<file path="config.mk">
export PLATFORM = sky130hd
export DESIGN_NAME = ecg_gaussian_waveform_synth_flat
export DESIGN_NICKNAME = d
export VERILOG_FILES = /design/src/sv/egws_pkg.sv /design/src/sv/egws_in_if.sv /design/src/sv/egws_out_if.sv /design/src/sv/egws_cfg_if.sv /design/src/sv/ecg_gaussian_waveform_synth.sv /design/src/sv/egws_div.sv /design/src/sv/egws_dp.sv /design/src/sv/egws_ctrl.sv /design/src/flat_wrapper.sv
export SDC_FILE = /design/constraint.sdc
export NUM_CORES = 2
export LEC_CHECK = 0
export ABC_CLOCK_PERIOD_IN_PS = 8160
export BUFFER_PORTS_ARGS = -buffer_cell sky130_fd_sc_hd__buf_4
export CAP_MARGIN = 5
export CORE_MARGIN = 2
export CORE_UTILIZATION = 60
export CTS_BUF_LIST = sky130_fd_sc_hd__clkbuf_8
export CTS_CLUSTER_DIAMETER = 60
export DETAILED_ROUTE_END_ITERATION = 8
export PLACE_DENSITY = 0.84
export SYNTH_ARGS = -nofsm -noshare
export SYNTH_HDL_FRONTEND = slang
export SYNTH_SLANG_ARGS = --single-unit
export TNS_END_PERCENT = 1
</file>
<file path="constraint.sdc">
create_clock -name clk -period 8.16 [get_ports clk]
set_input_delay 2.04 -clock clk [delete_from_list [all_inputs] [get_ports clk]]
set_output_delay 2.04 -clock clk [all_outputs]
set_load 0.1 [all_outputs]
</file>
<file path="src/sv/egws_pkg.sv">
// Shared constants, types and the Gaussian lookup table for the ECG waveform synthesizer.
// No dependencies; every other file of the block uses this package.
`default_nettype none

package egws_pkg;

  localparam int GAUSS_DEPTH = 256;
  localparam int TIME_BITS   = 13;

  localparam int IDX_W      = $clog2(GAUSS_DEPTH);
  localparam int CNT_W      = $clog2(IDX_W);
  localparam int LEN_W      = 10;
  localparam int AMP_W      = 16;
  localparam int BP_W       = 12;
  localparam int JIT_W      = 7;
  localparam int SAMPLE_W   = 16;
  localparam int CFG_IDX_W  = 3;
  localparam int CFG_DATA_W = 16;
  localparam int FAC_W      = 8;
  localparam int THR_W      = BP_W + FAC_W;
  localparam int BND_W      = LEN_W + 2;
  localparam int CMP_W      = (TIME_BITS > BND_W) ? TIME_BITS : BND_W;
  localparam int A_W        = LEN_W + 2;
  localparam int N_W        = A_W + IDX_W;
  localparam int G_W        = 16;
  localparam int PROD_W     = AMP_W + G_W + 1;
  localparam int ACC_W      = SAMPLE_W + 2;
  localparam int T100_W     = TIME_BITS + 7;
  localparam int TCMP_W     = (T100_W > THR_W) ? T100_W : THR_W;

  localparam logic [LEN_W-1:0]        P_LEN_RST       = 10'd20;
  localparam logic [LEN_W-1:0]        QRS_LEN_RST     = 10'd25;
  localparam logic [LEN_W-1:0]        T_LEN_RST       = 10'd40;
  localparam logic signed [AMP_W-1:0] P_AMP_RST       = 16'sd614;
  localparam logic signed [AMP_W-1:0] QRS_AMP_RST     = 16'sd4096;
  localparam logic signed [AMP_W-1:0] T_AMP_RST       = 16'sd1229;
  localparam logic [BP_W-1:0]         BEAT_PERIOD_RST = 12'd250;

  typedef enum logic [CFG_IDX_W-1:0] {
    REG_P_LEN,
    REG_QRS_LEN,
    REG_T_LEN,
    REG_P_AMP,
    REG_QRS_AMP,
    REG_T_AMP,
    REG_BEAT_PERIOD
  } cfg_reg_t;

  typedef enum logic [1:0] {
    WIN_NONE,
    WIN_P,
    WIN_QRS,
    WIN_T
  } win_t;

  typedef struct packed {
    logic load;
    logic thr;
    logic div_init;
    logic div_step;
    logic neg_term;
    logic rom;
    logic mul;
    logic acc;
    logic fin;
  } cmd_t;

  typedef struct packed {
    win_t win;
  } stat_t;

  typedef logic [G_W-1:0] gauss_rom_t [GAUSS_DEPTH];

  localparam logic [63:0] DEPTH_SQ = 64'(GAUSS_DEPTH) * 64'(GAUSS_DEPTH);
  localparam logic [63:0] Q31_ONE  = 64'd1 << 31;

  // Entry i holds exp(-x*x/2) with x = 4i/DEPTH in unsigned Q1.15, built from a short
  // series on x*x/512 that is then squared eight times.
  function automatic gauss_rom_t gauss_rom_build();
    gauss_rom_t  rom;
    logic [63:0] ii;
    logic [63:0] y;
    logic [63:0] z;
    logic [63:0] z2;
    logic [63:0] z3;
    logic [63:0] z4;
    logic [63:0] e;
    for (int i = 0; i < GAUSS_DEPTH; i++) begin
      ii = 64'(i);
      y  = ((64'd8 * ii * ii) << 31) / DEPTH_SQ;
      z  = y >> 8;
      z2 = (z * z) >> 31;
      z3 = (z2 * z) >> 31;
      z4 = (z3 * z) >> 31;
      e  = Q31_ONE - z + z2 / 64'd2 - z3 / 64'd6 + z4 / 64'd24;
      for (int k = 0; k < 8; k++) begin
        e = (e * e + (64'd1 << 30)) >> 31;
      end
      rom[i] = G_W'((e + (64'd1 << 15)) >> 16);
    end
    return rom;
  endfunction

  localparam gauss_rom_t GAUSS_ROM = gauss_rom_build();

endpackage

`default_nettype wire

</file>
<file path="src/sv/egws_in_if.sv">
// Input channel of the ECG waveform synthesizer: one sample tick with its jitter.
// Depends on egws_pkg for the field width.
`default_nettype none

interface egws_in_if;
  logic                               valid;
  logic                               ready;
  logic signed [egws_pkg::JIT_W-1:0]  jitter_pct;

  modport source (output valid, output jitter_pct, input ready);
  modport sink (input valid, input jitter_pct, output ready);
endinterface

`default_nettype wire

</file>
<file path="src/sv/egws_out_if.sv">
// Result channel of the ECG waveform synthesizer: one saturated Q3.12 sample.
// Depends on egws_pkg for the field width.
`default_nettype none

interface egws_out_if;
  logic                                 valid;
  logic                                 ready;
  logic signed [egws_pkg::SAMPLE_W-1:0] ecg_sample;

  modport source (output valid, output ecg_sample, input ready);
  modport sink (input valid, input ecg_sample, output ready);
endinterface

`default_nettype wire

</file>
<file path="src/sv/egws_cfg_if.sv">
// Configuration write channel of the ECG waveform synthesizer: register index and data.
// Depends on egws_pkg for the field widths.
`default_nettype none

interface egws_cfg_if;
  logic                              valid;
  logic                              ready;
  logic [egws_pkg::CFG_IDX_W-1:0]    index;
  logic [egws_pkg::CFG_DATA_W-1:0]   data;

  modport source (output valid, output index, output data, input ready);
  modport sink (input valid, input index, input data, output ready);
endinterface

`default_nettype wire

</file>
<file path="src/sv/ecg_gaussian_waveform_synth.sv">
// Top level of the synthetic ECG Gaussian waveform synthesizer.
// Depends on egws_pkg, the three channel interfaces, egws_ctrl, egws_dp and egws_div.
//
// Each transfer on in_ch is one sample tick carrying a jitter percentage; each tick
// produces exactly one transfer on out_ch with the summed, saturated Q3.12 sample.
// Registers are written on cfg_ch by index (0 p_len .. 6 beat_period); the user must
// write them only while idle, which the block does not enforce; cfg_ch is always ready.
// One tick at a time is processed. Outside the waveform windows a tick goes from the
// input transfer through the threshold step to the result; the P or T window evaluates
// one Gaussian and the QRS window two. Each Gaussian costs one bit-per-cycle division
// plus table read, multiply and accumulate. in_ready rises again in the cycle after
// the result is registered, so a new tick can be taken while that result still waits
// on out_ch.
// Reset (rst_n low, synchronous) restores the default registers, clears the
// time-in-beat counter and empties the output register. If the receiver stalls, the
// result is held on out_ch and the next tick stops just before its result is written.
`default_nettype none

module ecg_gaussian_waveform_synth (
  input  wire logic    clk,
  input  wire logic    rst_n,
  egws_in_if.sink      in_ch,
  egws_out_if.source   out_ch,
  egws_cfg_if.sink     cfg_ch
);

  egws_pkg::cmd_t  cmd;
  egws_pkg::stat_t status;

  assign cfg_ch.ready = 1'b1;

  egws_ctrl u_ctrl (
    .clk       (clk),
    .rst_n     (rst_n),
    .in_valid  (in_ch.valid),
    .in_ready  (in_ch.ready),
    .out_valid (out_ch.valid),
    .out_ready (out_ch.ready),
    .status    (status),
    .cmd       (cmd)
  );

  egws_dp u_dp (
    .clk        (clk),
    .rst_n      (rst_n),
    .cmd        (cmd),
    .cfg_we     (cfg_ch.valid),
    .cfg_index  (cfg_ch.index),
    .cfg_data   (cfg_ch.data),
    .in_jitter  (in_ch.jitter_pct),
    .status     (status),
    .out_sample (out_ch.ecg_sample)
  );

endmodule

`default_nettype wire

</file>
<file path="src/sv/egws_div.sv">
// Restoring divider that turns elapsed time over half-width into a Gaussian table index.
// One quotient bit per step; depends on egws_pkg.
`default_nettype none

module egws_div (
  input  wire logic                          clk,
  input  wire logic                          init,
  input  wire logic                          step,
  input  wire logic [egws_pkg::A_W-1:0]      num,
  input  wire logic [egws_pkg::A_W-1:0]      den4,
  output logic      [egws_pkg::IDX_W-1:0]    idx
);

  logic [egws_pkg::N_W-1:0]   rem_r;
  logic [egws_pkg::N_W-1:0]   dsh_r;
  logic [egws_pkg::IDX_W-1:0] q_r;
  logic                       sat_r;

  always_ff @(posedge clk) begin
    if (init) begin
      rem_r <= egws_pkg::N_W'(num) * egws_pkg::N_W'(egws_pkg::GAUSS_DEPTH);
      dsh_r <= egws_pkg::N_W'(den4) << (egws_pkg::IDX_W - 1);
      q_r   <= '0;
      sat_r <= (num >= den4);
    end else if (step) begin
      if (rem_r >= dsh_r) begin
        rem_r <= rem_r - dsh_r;
        q_r   <= {q_r[egws_pkg::IDX_W-2:0], 1'b1};
      end else begin
        q_r   <= {q_r[egws_pkg::IDX_W-2:0], 1'b0};
      end
      dsh_r <= dsh_r >> 1;
    end
  end

  assign idx = sat_r ? egws_pkg::IDX_W'(egws_pkg::GAUSS_DEPTH - 1) : q_r;

endmodule

`default_nettype wire

</file>
<file path="src/sv/egws_dp.sv">
// Datapath of the ECG waveform synthesizer: registers, window select, divider, table,
// multiplier, accumulator and beat counter. Depends on egws_pkg and egws_div.
`default_nettype none

module egws_dp (
  input  wire logic                                   clk,
  input  wire logic                                   rst_n,
  input  wire egws_pkg::cmd_t                         cmd,
  input  wire logic                                   cfg_we,
  input  wire logic [egws_pkg::CFG_IDX_W-1:0]         cfg_index,
  input  wire logic [egws_pkg::CFG_DATA_W-1:0]        cfg_data,
  input  wire logic signed [egws_pkg::JIT_W-1:0]      in_jitter,
  output egws_pkg::stat_t                             status,
  output logic signed [egws_pkg::SAMPLE_W-1:0]        out_sample
);

  localparam logic signed [egws_pkg::ACC_W-1:0] SAMPLE_MAX =
    egws_pkg::ACC_W'((1 << (egws_pkg::SAMPLE_W - 1)) - 1);
  localparam logic signed [egws_pkg::ACC_W-1:0] SAMPLE_MIN = -SAMPLE_MAX - 1;

  logic [egws_pkg::LEN_W-1:0]                p_len_r, qrs_len_r, t_len_r;
  logic signed [egws_pkg::AMP_W-1:0]         p_amp_r, qrs_amp_r, t_amp_r;
  logic [egws_pkg::BP_W-1:0]                 beat_period_r;
  logic [egws_pkg::TIME_BITS-1:0]            tib_r, tib_nxt;
  logic signed [egws_pkg::JIT_W-1:0]         jit_r;
  egws_pkg::win_t                            win_r, win_nxt;
  logic [egws_pkg::LEN_W-1:0]                off_r, off_nxt;
  logic [egws_pkg::THR_W-1:0]                thr_r;
  logic [egws_pkg::G_W-1:0]                  g_r;
  logic signed [egws_pkg::PROD_W-1:0]        prod_r, prod_nxt;
  logic signed [egws_pkg::ACC_W-1:0]         acc_r, acc_nxt;
  logic signed [egws_pkg::SAMPLE_W-1:0]      out_r;

  logic [egws_pkg::CMP_W-1:0]                t_ext, b1, b2, b3;
  logic [egws_pkg::CMP_W-1:0]                d_q, d_t;
  logic [egws_pkg::LEN_W-1:0]                den_sel;
  logic signed [egws_pkg::AMP_W-1:0]         amp_sel;
  logic [egws_pkg::A_W-1:0]                  two_off, four_off, two_ql, num_sel, den4;
  logic [egws_pkg::IDX_W-1:0]                idx;
  logic [8:0]                                fac_w;
  logic signed [egws_pkg::PROD_W-1:0]        amp_x, g_x;
  logic signed [egws_pkg::PROD_W:0]          prod_x, pos_t, neg_t, term;
  logic [egws_pkg::TIME_BITS-1:0]            tib_inc;
  logic [egws_pkg::T100_W-1:0]               tib100;

  always_comb begin
    t_ext = egws_pkg::CMP_W'(tib_r);
    b1    = egws_pkg::CMP_W'(p_len_r);
    b2    = b1 + egws_pkg::CMP_W'(qrs_len_r);
    b3    = b2 + egws_pkg::CMP_W'(t_len_r);
    d_q   = t_ext - b1;
    d_t   = t_ext - b2;
    if (t_ext < b1) begin
      win_nxt = egws_pkg::WIN_P;
      off_nxt = t_ext[egws_pkg::LEN_W-1:0];
    end else if (t_ext < b2) begin
      win_nxt = egws_pkg::WIN_QRS;
      off_nxt = d_q[egws_pkg::LEN_W-1:0];
    end else if (t_ext < b3) begin
      win_nxt = egws_pkg::WIN_T;
      off_nxt = d_t[egws_pkg::LEN_W-1:0];
    end else begin
      win_nxt = egws_pkg::WIN_NONE;
      off_nxt = '0;
    end
  end

  always_comb begin
    case (win_r)
      egws_pkg::WIN_QRS: begin
        den_sel = qrs_len_r;
        amp_sel = qrs_amp_r;
      end
      egws_pkg::WIN_T: begin
        den_sel = t_len_r;
        amp_sel = t_amp_r;
      end
      default: begin
        den_sel = p_len_r;
        amp_sel = p_amp_r;
      end
    endcase
    two_off  = egws_pkg::A_W'({off_r, 1'b0});
    four_off = {off_r, 2'b00};
    two_ql   = egws_pkg::A_W'({qrs_len_r, 1'b0});
    den4     = {den_sel, 2'b00};
    if (win_r == egws_pkg::WIN_QRS) begin
      if (!cmd.neg_term) begin
        num_sel = four_off;
      end else if (four_off >= two_ql) begin
        num_sel = four_off - two_ql;
      end else begin
        num_sel = two_ql - four_off;
      end
    end else begin
      num_sel = two_off;
    end
  end

  egws_div u_div (
    .clk  (clk),
    .init (cmd.div_init),
    .step (cmd.div_step),
    .num  (num_sel),
    .den4 (den4),
    .idx  (idx)
  );

  always_comb begin
    fac_w    = 9'd100 + {{2{jit_r[egws_pkg::JIT_W-1]}}, jit_r};
    amp_x    = egws_pkg::PROD_W'(amp_sel);
    g_x      = $signed(egws_pkg::PROD_W'(g_r));
    prod_nxt = amp_x * g_x;
    prod_x   = {prod_r[egws_pkg::PROD_W-1], prod_r};
    pos_t    = (prod_x + $signed((egws_pkg::PROD_W + 1)'(1 << 14))) >>> 15;
    neg_t    = (-prod_x + $signed((egws_pkg::PROD_W + 1)'(1 << 15))) >>> 16;
    term     = cmd.neg_term ? neg_t : pos_t;
    acc_nxt  = acc_r + $signed(term[egws_pkg::ACC_W-1:0]);
    tib_inc  = tib_r + egws_pkg::TIME_BITS'(1);
    tib100   = egws_pkg::T100_W'(tib_inc) * egws_pkg::T100_W'(100);
    if (egws_pkg::TCMP_W'(tib100) >= egws_pkg::TCMP_W'(thr_r)) begin
      tib_nxt = '0;
    end else begin
      tib_nxt = tib_inc;
    end
  end

  always_ff @(posedge clk) begin
    if (!rst_n) begin
      p_len_r       <= egws_pkg::P_LEN_RST;
      qrs_len_r     <= egws_pkg::QRS_LEN_RST;
      t_len_r       <= egws_pkg::T_LEN_RST;
      p_amp_r       <= egws_pkg::P_AMP_RST;
      qrs_amp_r     <= egws_pkg::QRS_AMP_RST;
      t_amp_r       <= egws_pkg::T_AMP_RST;
      beat_period_r <= egws_pkg::BEAT_PERIOD_RST;
      tib_r         <= '0;
      win_r         <= egws_pkg::WIN_NONE;
    end else begin
      if (cfg_we) begin
        case (egws_pkg::cfg_reg_t'(cfg_index))
          egws_pkg::REG_P_LEN:       p_len_r       <= cfg_data[egws_pkg::LEN_W-1:0];
          egws_pkg::REG_QRS_LEN:     qrs_len_r     <= cfg_data[egws_pkg::LEN_W-1:0];
          egws_pkg::REG_T_LEN:       t_len_r       <= cfg_data[egws_pkg::LEN_W-1:0];
          egws_pkg::REG_P_AMP:       p_amp_r       <= $signed(cfg_data);
          egws_pkg::REG_QRS_AMP:     qrs_amp_r     <= $signed(cfg_data);
          egws_pkg::REG_T_AMP:       t_amp_r       <= $signed(cfg_data);
          egws_pkg::REG_BEAT_PERIOD: beat_period_r <= cfg_data[egws_pkg::BP_W-1:0];
          default: begin
          end
        endcase
      end
      if (cmd.load) begin
        win_r <= win_nxt;
      end
      if (cmd.fin) begin
        tib_r <= tib_nxt;
      end
    end
  end

  always_ff @(posedge clk) begin
    if (cmd.load) begin
      jit_r <= in_jitter;
      off_r <= off_nxt;
      acc_r <= '0;
    end
    if (cmd.thr) begin
      thr_r <= egws_pkg::THR_W'(beat_period_r) * egws_pkg::THR_W'(fac_w[egws_pkg::FAC_W-1:0]);
    end
    if (cmd.rom) begin
      g_r <= egws_pkg::GAUSS_ROM[idx];
    end
    if (cmd.mul) begin
      prod_r <= prod_nxt;
    end
    if (cmd.acc) begin
      acc_r <= acc_nxt;
    end
    if (cmd.fin) begin
      if (acc_r > SAMPLE_MAX) begin
        out_r <= SAMPLE_MAX[egws_pkg::SAMPLE_W-1:0];
      end else if (acc_r < SAMPLE_MIN) begin
        out_r <= SAMPLE_MIN[egws_pkg::SAMPLE_W-1:0];
      end else begin
        out_r <= acc_r[egws_pkg::SAMPLE_W-1:0];
      end
    end
  end

  assign status.win = win_r;
  assign out_sample = out_r;

endmodule

`default_nettype wire

</file>
<file path="src/sv/egws_ctrl.sv">
// Controller of the ECG waveform synthesizer: sequences one sample through the datapath
// and owns the channel handshakes. Depends on egws_pkg.
`default_nettype none

module egws_ctrl (
  input  wire logic               clk,
  input  wire logic               rst_n,
  input  wire logic               in_valid,
  output logic                    in_ready,
  output logic                    out_valid,
  input  wire logic               out_ready,
  input  wire egws_pkg::stat_t    status,
  output egws_pkg::cmd_t          cmd
);

  typedef enum logic [2:0] {
    S_IDLE,
    S_THR,
    S_INIT,
    S_DIV,
    S_ROM,
    S_MUL,
    S_ACC,
    S_FIN
  } state_t;

  state_t                     state_r;
  logic                       out_valid_r;
  logic                       term_r;
  logic [egws_pkg::CNT_W-1:0] cnt_r;

  always_comb begin
    cmd          = '0;
    cmd.neg_term = term_r;
    case (state_r)
      S_IDLE:  cmd.load     = in_valid;
      S_THR:   cmd.thr      = 1'b1;
      S_INIT:  cmd.div_init = 1'b1;
      S_DIV:   cmd.div_step = 1'b1;
      S_ROM:   cmd.rom      = 1'b1;
      S_MUL:   cmd.mul      = 1'b1;
      S_ACC:   cmd.acc      = 1'b1;
      S_FIN:   cmd.fin      = !out_valid_r || out_ready;
      default: begin
      end
    endcase
  end

  assign in_ready  = (state_r == S_IDLE);
  assign out_valid = out_valid_r;

  always_ff @(posedge clk) begin
    if (!rst_n) begin
      state_r     <= S_IDLE;
      out_valid_r <= 1'b0;
      term_r      <= 1'b0;
      cnt_r       <= '0;
    end else begin
      if (cmd.fin) begin
        out_valid_r <= 1'b1;
      end else if (out_valid_r && out_ready) begin
        out_valid_r <= 1'b0;
      end
      case (state_r)
        S_IDLE: begin
          if (in_valid) begin
            term_r  <= 1'b0;
            state_r <= S_THR;
          end
        end
        S_THR: begin
          if (status.win == egws_pkg::WIN_NONE) begin
            state_r <= S_FIN;
          end else begin
            state_r <= S_INIT;
          end
        end
        S_INIT: begin
          cnt_r   <= egws_pkg::CNT_W'(egws_pkg::IDX_W - 1);
          state_r <= S_DIV;
        end
        S_DIV: begin
          cnt_r <= cnt_r - egws_pkg::CNT_W'(1);
          if (cnt_r == '0) begin
            state_r <= S_ROM;
          end
        end
        S_ROM: state_r <= S_MUL;
        S_MUL: state_r <= S_ACC;
        S_ACC: begin
          if (status.win == egws_pkg::WIN_QRS && !term_r) begin
            term_r  <= 1'b1;
            state_r <= S_INIT;
          end else begin
            state_r <= S_FIN;
          end
        end
        S_FIN: begin
          if (cmd.fin) begin
            state_r <= S_IDLE;
          end
        end
        default: state_r <= S_IDLE;
      endcase
    end
  end

`ifndef ASSERT_OFF
  a_cmd_onehot: assert property (@(posedge clk) disable iff (!rst_n)
    $onehot0({cmd.load, cmd.thr, cmd.div_init, cmd.div_step, cmd.rom, cmd.mul,
              cmd.acc, cmd.fin}))
    else $error("more than one datapath command active");
  a_fin_valid: assert property (@(posedge clk) disable iff (!rst_n)
    cmd.fin |=> out_valid_r)
    else $error("finished sample not presented");
  a_fin_slot: assert property (@(posedge clk) disable iff (!rst_n)
    cmd.fin |-> (!out_valid_r || out_ready))
    else $error("pending sample overwritten");
  a_neg_qrs: assert property (@(posedge clk) disable iff (!rst_n)
    (term_r && state_r != S_IDLE) |-> (status.win == egws_pkg::WIN_QRS))
    else $error("second term outside the QRS window");
`endif

endmodule

`default_nettype wire

</file>
<file path="src/flat_wrapper.sv">
// flat-port wrapper written by rule: the top's interface ports become plain ports
module ecg_gaussian_waveform_synth_flat 
  (clk, rst_n, in_ch_valid, in_ch_jitter_pct, in_ch_ready, out_ch_valid, out_ch_ecg_sample, out_ch_ready, cfg_ch_valid, cfg_ch_index, cfg_ch_data, cfg_ch_ready);
  egws_in_if in_ch_i ();
  egws_out_if out_ch_i ();
  egws_cfg_if cfg_ch_i ();
  input  wire logic clk;
  input  wire logic rst_n;
  input wire logic [$bits(in_ch_i.valid)-1:0] in_ch_valid;
  input wire logic [$bits(in_ch_i.jitter_pct)-1:0] in_ch_jitter_pct;
  output wire logic [$bits(in_ch_i.ready)-1:0] in_ch_ready;
  output wire logic [$bits(out_ch_i.valid)-1:0] out_ch_valid;
  output wire logic [$bits(out_ch_i.ecg_sample)-1:0] out_ch_ecg_sample;
  input wire logic [$bits(out_ch_i.ready)-1:0] out_ch_ready;
  input wire logic [$bits(cfg_ch_i.valid)-1:0] cfg_ch_valid;
  input wire logic [$bits(cfg_ch_i.index)-1:0] cfg_ch_index;
  input wire logic [$bits(cfg_ch_i.data)-1:0] cfg_ch_data;
  output wire logic [$bits(cfg_ch_i.ready)-1:0] cfg_ch_ready;
  assign in_ch_i.valid = in_ch_valid;
  assign in_ch_i.jitter_pct = in_ch_jitter_pct;
  assign in_ch_ready = in_ch_i.ready;
  assign out_ch_valid = out_ch_i.valid;
  assign out_ch_ecg_sample = out_ch_i.ecg_sample;
  assign out_ch_i.ready = out_ch_ready;
  assign cfg_ch_i.valid = cfg_ch_valid;
  assign cfg_ch_i.index = cfg_ch_index;
  assign cfg_ch_i.data = cfg_ch_data;
  assign cfg_ch_ready = cfg_ch_i.ready;
  ecg_gaussian_waveform_synth u_core (.clk(clk), .rst_n(rst_n), .in_ch(in_ch_i), .out_ch(out_ch_i), .cfg_ch(cfg_ch_i));
endmodule
</file>
Word level (Yosys, flattened, before mapping) --
Memory sizes are Yosys's and may differ from the RTL's. A register that Yosys moved wholly into a read port is not among the register bits. Index checks and enable logic that the tools add are counted. W data, S select, Z words.
Word-level totals: bits in registers 265, ROM bits 4096, bits of input ports 31, output and inout bits 19, word-level logic and storage cells 141, memories 1
Operators by class: add/sub/neg operators 14, multipliers 3, magnitude comparators 9, eq/ne operators 19, mux-type cells 43, bitwise logic cells 1, reductions and logical operators 26
Memories:
- (no name shown) | depth 256, width 16, rd ports 1, clocked after memory_dff 1, wr ports 0, line egws_dp.sv:172 | g_r <= egws_pkg::GAUSS_ROM[idx];
Operators with widths (number):
- $mux W20 | 3
- $mux W18 | 3
- $mux W19 | 2
- $mux W12 | 3
- $add A34 B17 Y34 const B | 1
- $neg A33 Y34 | 1
- $add A33 B16 Y33 const B | 1
- $mul A16 B17 Y33 | 1
- $pmux W16 S2 | 1
- $mux W10 | 3
- $pmux W3 S8 | 1
- $eq A3 B3 Y1 const B | 7
- $ge A20 B19 Y1 | 1
- $ge A20 B20 Y1 | 1
- $mul A12 B8 Y20 | 1
- $pmux W10 S2 | 1
- $sub A10 B10 Y10 | 2
- $sub A20 B19 Y20 | 1
- $add A18 B18 Y18 | 1
- $gt A18 B16 Y1 const B | 1
- $lt A18 B16 Y1 const B | 1
- $mul A13 B5 Y18 const B | 1
- $reduce_and A2 Y1 | 9
- $mux W16 | 1
- 32 further kinds | 67

Depth between registers and ports, before layout --
word-level depth 6, gate-level depth with buffers 28

Modules after synthesis --
From an unflattened synthesis, not the netlist that was laid out.
Second synthesis, totals: cells, all modules 4263, area total of the unflattened synthesis 35091.2 um^2
Modules (own cells, without submodules):
- egws_dp | instances 1, cells each 3834, area an instance 31201.2 um^2
- egws_div | instances 1, cells each 360, area an instance 3285.7 um^2
- egws_ctrl | instances 1, cells each 67, area an instance 593.1 um^2
- ecg_gaussian_waveform_synth | instances 1, cells each 2, area an instance 11.3 um^2

Worst setup path before layout --
OpenSTA, ideal clock, no wires.
path kind reg2reg, from reg u_core.u_dp.win_r[0], in the netlist u_core.u_dp.status[0], to reg u_core.u_dp.prod_r[32] in the netlist's numbering (data pin), arrival 7154 ps, required time 7900 ps, path slack 746 ps, cell stages (with the launch flop) 27, cells stage by stage dfxtp_1 -> buf_1 -> buf_2 -> mux2i_1 -> a21oi_1 -> clkbuf_1 -> nand2_1 -> fa_1 -> fa_1 -> fa_1 -> inv_1 -> fa_1 -> fa_1 -> inv_1 -> fa_1 -> inv_1 -> ha_1 -> buf_2 -> a21oi_1 -> o21ai_1 -> a2111oi_2 -> a31oi_1 -> a21o_1 -> a311oi_2 -> o2111ai_1 -> a21oi_1 -> xnor2_1
Between the ends: longest elaborated chain between the ends 3, elaborated cells on any way between the ends 4
Ends and longest elaborated chain:
- start, declared | line egws_dp.sv:26 | egws_pkg::win_t win_r, win_nxt;
- start signal, assigned | line egws_dp.sv:138 | win_r <= egws_pkg::WIN_NONE;
- start signal, assigned | line egws_dp.sv:154 | win_r <= win_nxt;
- $eq A2 B2 Y1 | line egws_dp.sv:69 | case (win_r)
- $pmux W16 S2 * | line egws_dp.sv:69
- $mul A16 B17 Y33 * | line egws_dp.sv:113 | prod_nxt = amp_x * g_x;
- via u_core.u_dp.prod_nxt (one bit) | line egws_dp.sv:30 | logic signed [egws_pkg::PROD_W-1:0] prod_r, prod_nxt;
- end signal, assigned | line egws_dp.sv:175 | prod_r <= prod_nxt;
- end, declared | line egws_dp.sv:30
Mark *: on every way through the listed nets, which the timed path passes. The rest lies on a longest branch. A chain may end at the register's enable or synchronous reset.

Worst setup path after layout --
Ends and elaborated chain as after synthesis.

==> run_results.csv <==
group,metric,value,unit
synth,synth-adder-area-share,29.2,%
die,start_util,60.5,%
placement,dp.cells,4810,
cts,clk_path_buf_depth,3,
detailed_routing,dr.pass1.iters,8,
setup_path,cp_top_family,"adder cells",
cts,cts_setup_buffers,0,
die,die_h,242,um
layout,drive_gt1_share,5.52,%
die,rows,87,
sta,setup_viol,0,
setup_path,path_class,"reg2reg",
sta,finalWorstSetupSlack,0.616,ns
placement,post_dp_cell_area,34900,sq um
layout,area_growth,5.67,%
cts,cts_resized,0,
layout,layout.cells.non_filler,4905,
cts,cts_tree,"built",
detailed_routing,wirelength,97700,um
cts,postCtsHoldBufs,0,
synth,yosysSeqAreaShare,20.7,%
flow_run,drv_cap,0,
cts,cts_buffers,50,
setup_path,startpoint_type,"flip-flop",
grt,grt_pass1_wl,157000,um
cts,clk_pin_slew,0.07,ns
synth,synth-simple-area-share,18.6,%
synth,synthXorXnorAreaFrac,4.45,%
sta,holdWs,0.461,ns
die,core_area,56300,sq um
power_and_ir_drop,irDropWorstVdd,0.668,mV
synth,yosysUniqueCellTypes,81,
synth,synth_ff_type,"edfxtp_1",
synth,synthMuxAreaShare,1.04,%
layout,n_fill_cell,4664,
detailed_routing,wl_per_cell,19.9,um
die,die_x,242,um
synth,synth_area_leader_cell,"fa_1",
synth,syn_inst,4181,
outcome,status,"finished clean",
grt,grt_max_degree,107,
power_and_ir_drop,power.density,431,nW/um^2
sta,fin_skew,0.0629,ns
sta,fin_crit,7.54,ns
setup_path,cp_cell_sequence,"buf_4 -> mux2i_1 -> a21oi_1 -> buf_4 -> nand2_1 -> fa_1 -> fa_1 -> fa_1 -> inv_1 -> fa_1 -> fa_1 -> inv_1 -> fa_1 -> inv_1 -> ha_1 -> a21oi_1 -> o21ai_1 -> a2111oi_2 -> a31oi_1 -> a21o_1 -> a311oi_2 -> o2111ai_1 -> a21oi_1 -> xnor2_1",
synth,yosys.area.top_type_share,15.9,%
synth,ys_ff_latch,281,
placement,dp_slack,0.661,ns
grt,grt_pass1_vias,29700,
sta,slew_violations,0,
sta,setup_tns,0,ns
detailed_routing,vias_per_cell,6.14,
synth,synth_top_family_by_area,"adder cells",
setup_path,cp.arrival,7.95,ns
setup_path,cp_common_cell,"fa_1",
setup_path,end_kind,"flip-flop",
grt,grt_usage,33.2,%
placement,place_hpwl,71600,um
power_and_ir_drop,p_leak,16.4,nW
placement,portBuffers,48,
setup_path,crit_required,8.57,ns
setup_path,slowest_delay,0.66,ns
sta,fin_crit_sh,92.4,%
min_path,hp-class,"reg2reg",
cts,cts_root_buffer,"clkbuf_8",
placement,place.gp.congestion,1.00,
layout,layout.nets,4767,
detailed_routing,vias,30100,
synth,synth_edf_count,143,
layout,stdcell_area,36000,sq um
sta,slew-limit-headroom,17.2,%
synth,syn_nets,4842,
setup_path,path_buf_inv,5,
grt,gr-total-overflow,0,
detailed_routing,drtIter0Drc,2699,
synth,avgSynthCellArea,8.15,sq um
synth,synth_compound_area_share,18.0,%
sta,rsz0062_at_grt,"no",
setup_path,critPathMaxFanout,22,
die,dieArea,58700,sq um
sta,max_freq,133,MHz
setup_path,slowest_stage,"dfxtp_2",
synth,synth_area_leaders,"fa_1 16%, ha_1 13%, edfxtp_1 13%",
layout,most-common-layout-cells,"586 x nand2_1, 500 x inv_1, 360 x ha_1, 287 x a21oi_1, 282 x nor2_1",
cts,cts.sinks,281,
synth,synthArstFlopShare,0,%
cts,h-tree-depth,2,
synth,synth_warnings,0,
grt,antenna_found_initial,7,
sta,tightest_slew,1.21,ns
synth,syn_area,34100,sq um
cts,clk-insertion-delay-late,0.70,ns
die,io_pins,50,
detailed_routing,ant_nets,0,
setup_path,ff2ff_setup_slack,0.62,ns
layout,mostFrequentLayoutCell,"nand2_1",
detailed_routing,route.detailed.drc,0,
sta,hold_viol,0,
-- flip-flops by register name (all words and copies together), names as in the netlist, 12 cells and up --
name and cells:
u_core.u_dp.t_ext 13, u_core.u_dp.out_sample 16, u_core.u_dp.p_amp_r 16, u_core.u_dp.thr_r 20
u_core.u_dp.acc_r 18, u_core.u_dp.qrs_amp_r 16, u_core.u_dp.g_r 16, u_core.u_dp.u_div.rem_r 20
u_core.u_dp.u_div.dsh_r 19, u_core.u_dp.t_amp_r 16, u_core.u_dp.prod_r 33, u_core.u_dp.beat_period_r 12
-- synthesized netlist by cell type, drive strengths merged (100+ instances only) --
master / number
dfxtp: 138
clkbuf: 191
nand2: 586
inv: 488
nand3: 100
nor2: 286
a21oi: 289
edfxtp: 143
ha: 360
xnor2: 110
and2: 117
o21ai: 187
fa: 270
-- power by group --
group / leakage, nW / switching [mW] / internal (mW) / total (mW)
clock network: 0.591 / 0.663 / 0.735 / 1.40
logic: 13.3 / 6.89 / 4.62 / 11.5
registers: 2.46 / 0.342 / 2.25 / 2.59
-- tightest hold or removal path, stage by stage, from the launching register on --
cell and delay [ns]:
dfxtp_1 0.31, nand2_1 0.05, a21oi_1 0.05
-- kinds of logic after synthesis --
logic type | after synthesis
adders and majority gates | 632
AOI/OAI and AO/OA | 948
buffers and inverters | 725
other | 1
xor gates and xnor gates | 173
DFF | 281
and+or+nand+nor | 1387
muxes | 34
-- through the flow --
step / power (mW) / utilization, %
floorplan: 11.3 / -
global placement: 13.6 / 62.1
detailed placement: 13.8 / 62.1
CTS: 15.3 / 63.9
global route: 17.0 / 64.0
finish: 15.5 / 64.0
-- area by class of cell --
class / count / area, sq um / share of cell area [%]
Multi-Input combinational cell: 3175 / 24300 / 67.5
Antenna cell: 2 / 5.00 / 0.0139
Inverter: 491 / 1840 / 5.12
Sequential cell: 281 / 7060 / 19.6
Clock inverter: 34 / 236 / 0.657
Tap cell: 756 / 946 / 2.63
Timing Repair Buffer: 107 / 803 / 2.23
Clock buffer: 59 / 812 / 2.26
-- worst paths after layout --
kind              cells past startpoint                                 endpoint                                    start
hold reg to reg                       2  u_core.u_dp.u_div.rem_r[2]$_SDFFE_PP0P_  u_core.u_dp.u_div.rem_r[2]$_SDFFE_PP0P_
setup reg to reg                     24         u_core.u_dp.prod_r[32]$_DFFE_PP_       u_core.u_dp.status[0]$_SDFFE_PN0P_
hold / removal                        2  u_core.u_dp.u_div.rem_r[2]$_SDFFE_PP0P_  u_core.u_dp.u_div.rem_r[2]$_SDFFE_PP0P_
setup / recovery                     24         u_core.u_dp.prod_r[32]$_DFFE_PP_       u_core.u_dp.status[0]$_SDFFE_PN0P_
-- metal layers --
layer,up-vias,routed length (um),GRT usage (%)
li1,14000,-,-
met1,14200,38400,42.0
met2,1545,44000,52.9
met3,353,10200,8.69
met4,10,5080,15.7
met5,-,69,0.245
No activity file was read; power rests on OpenSTA's default activity.
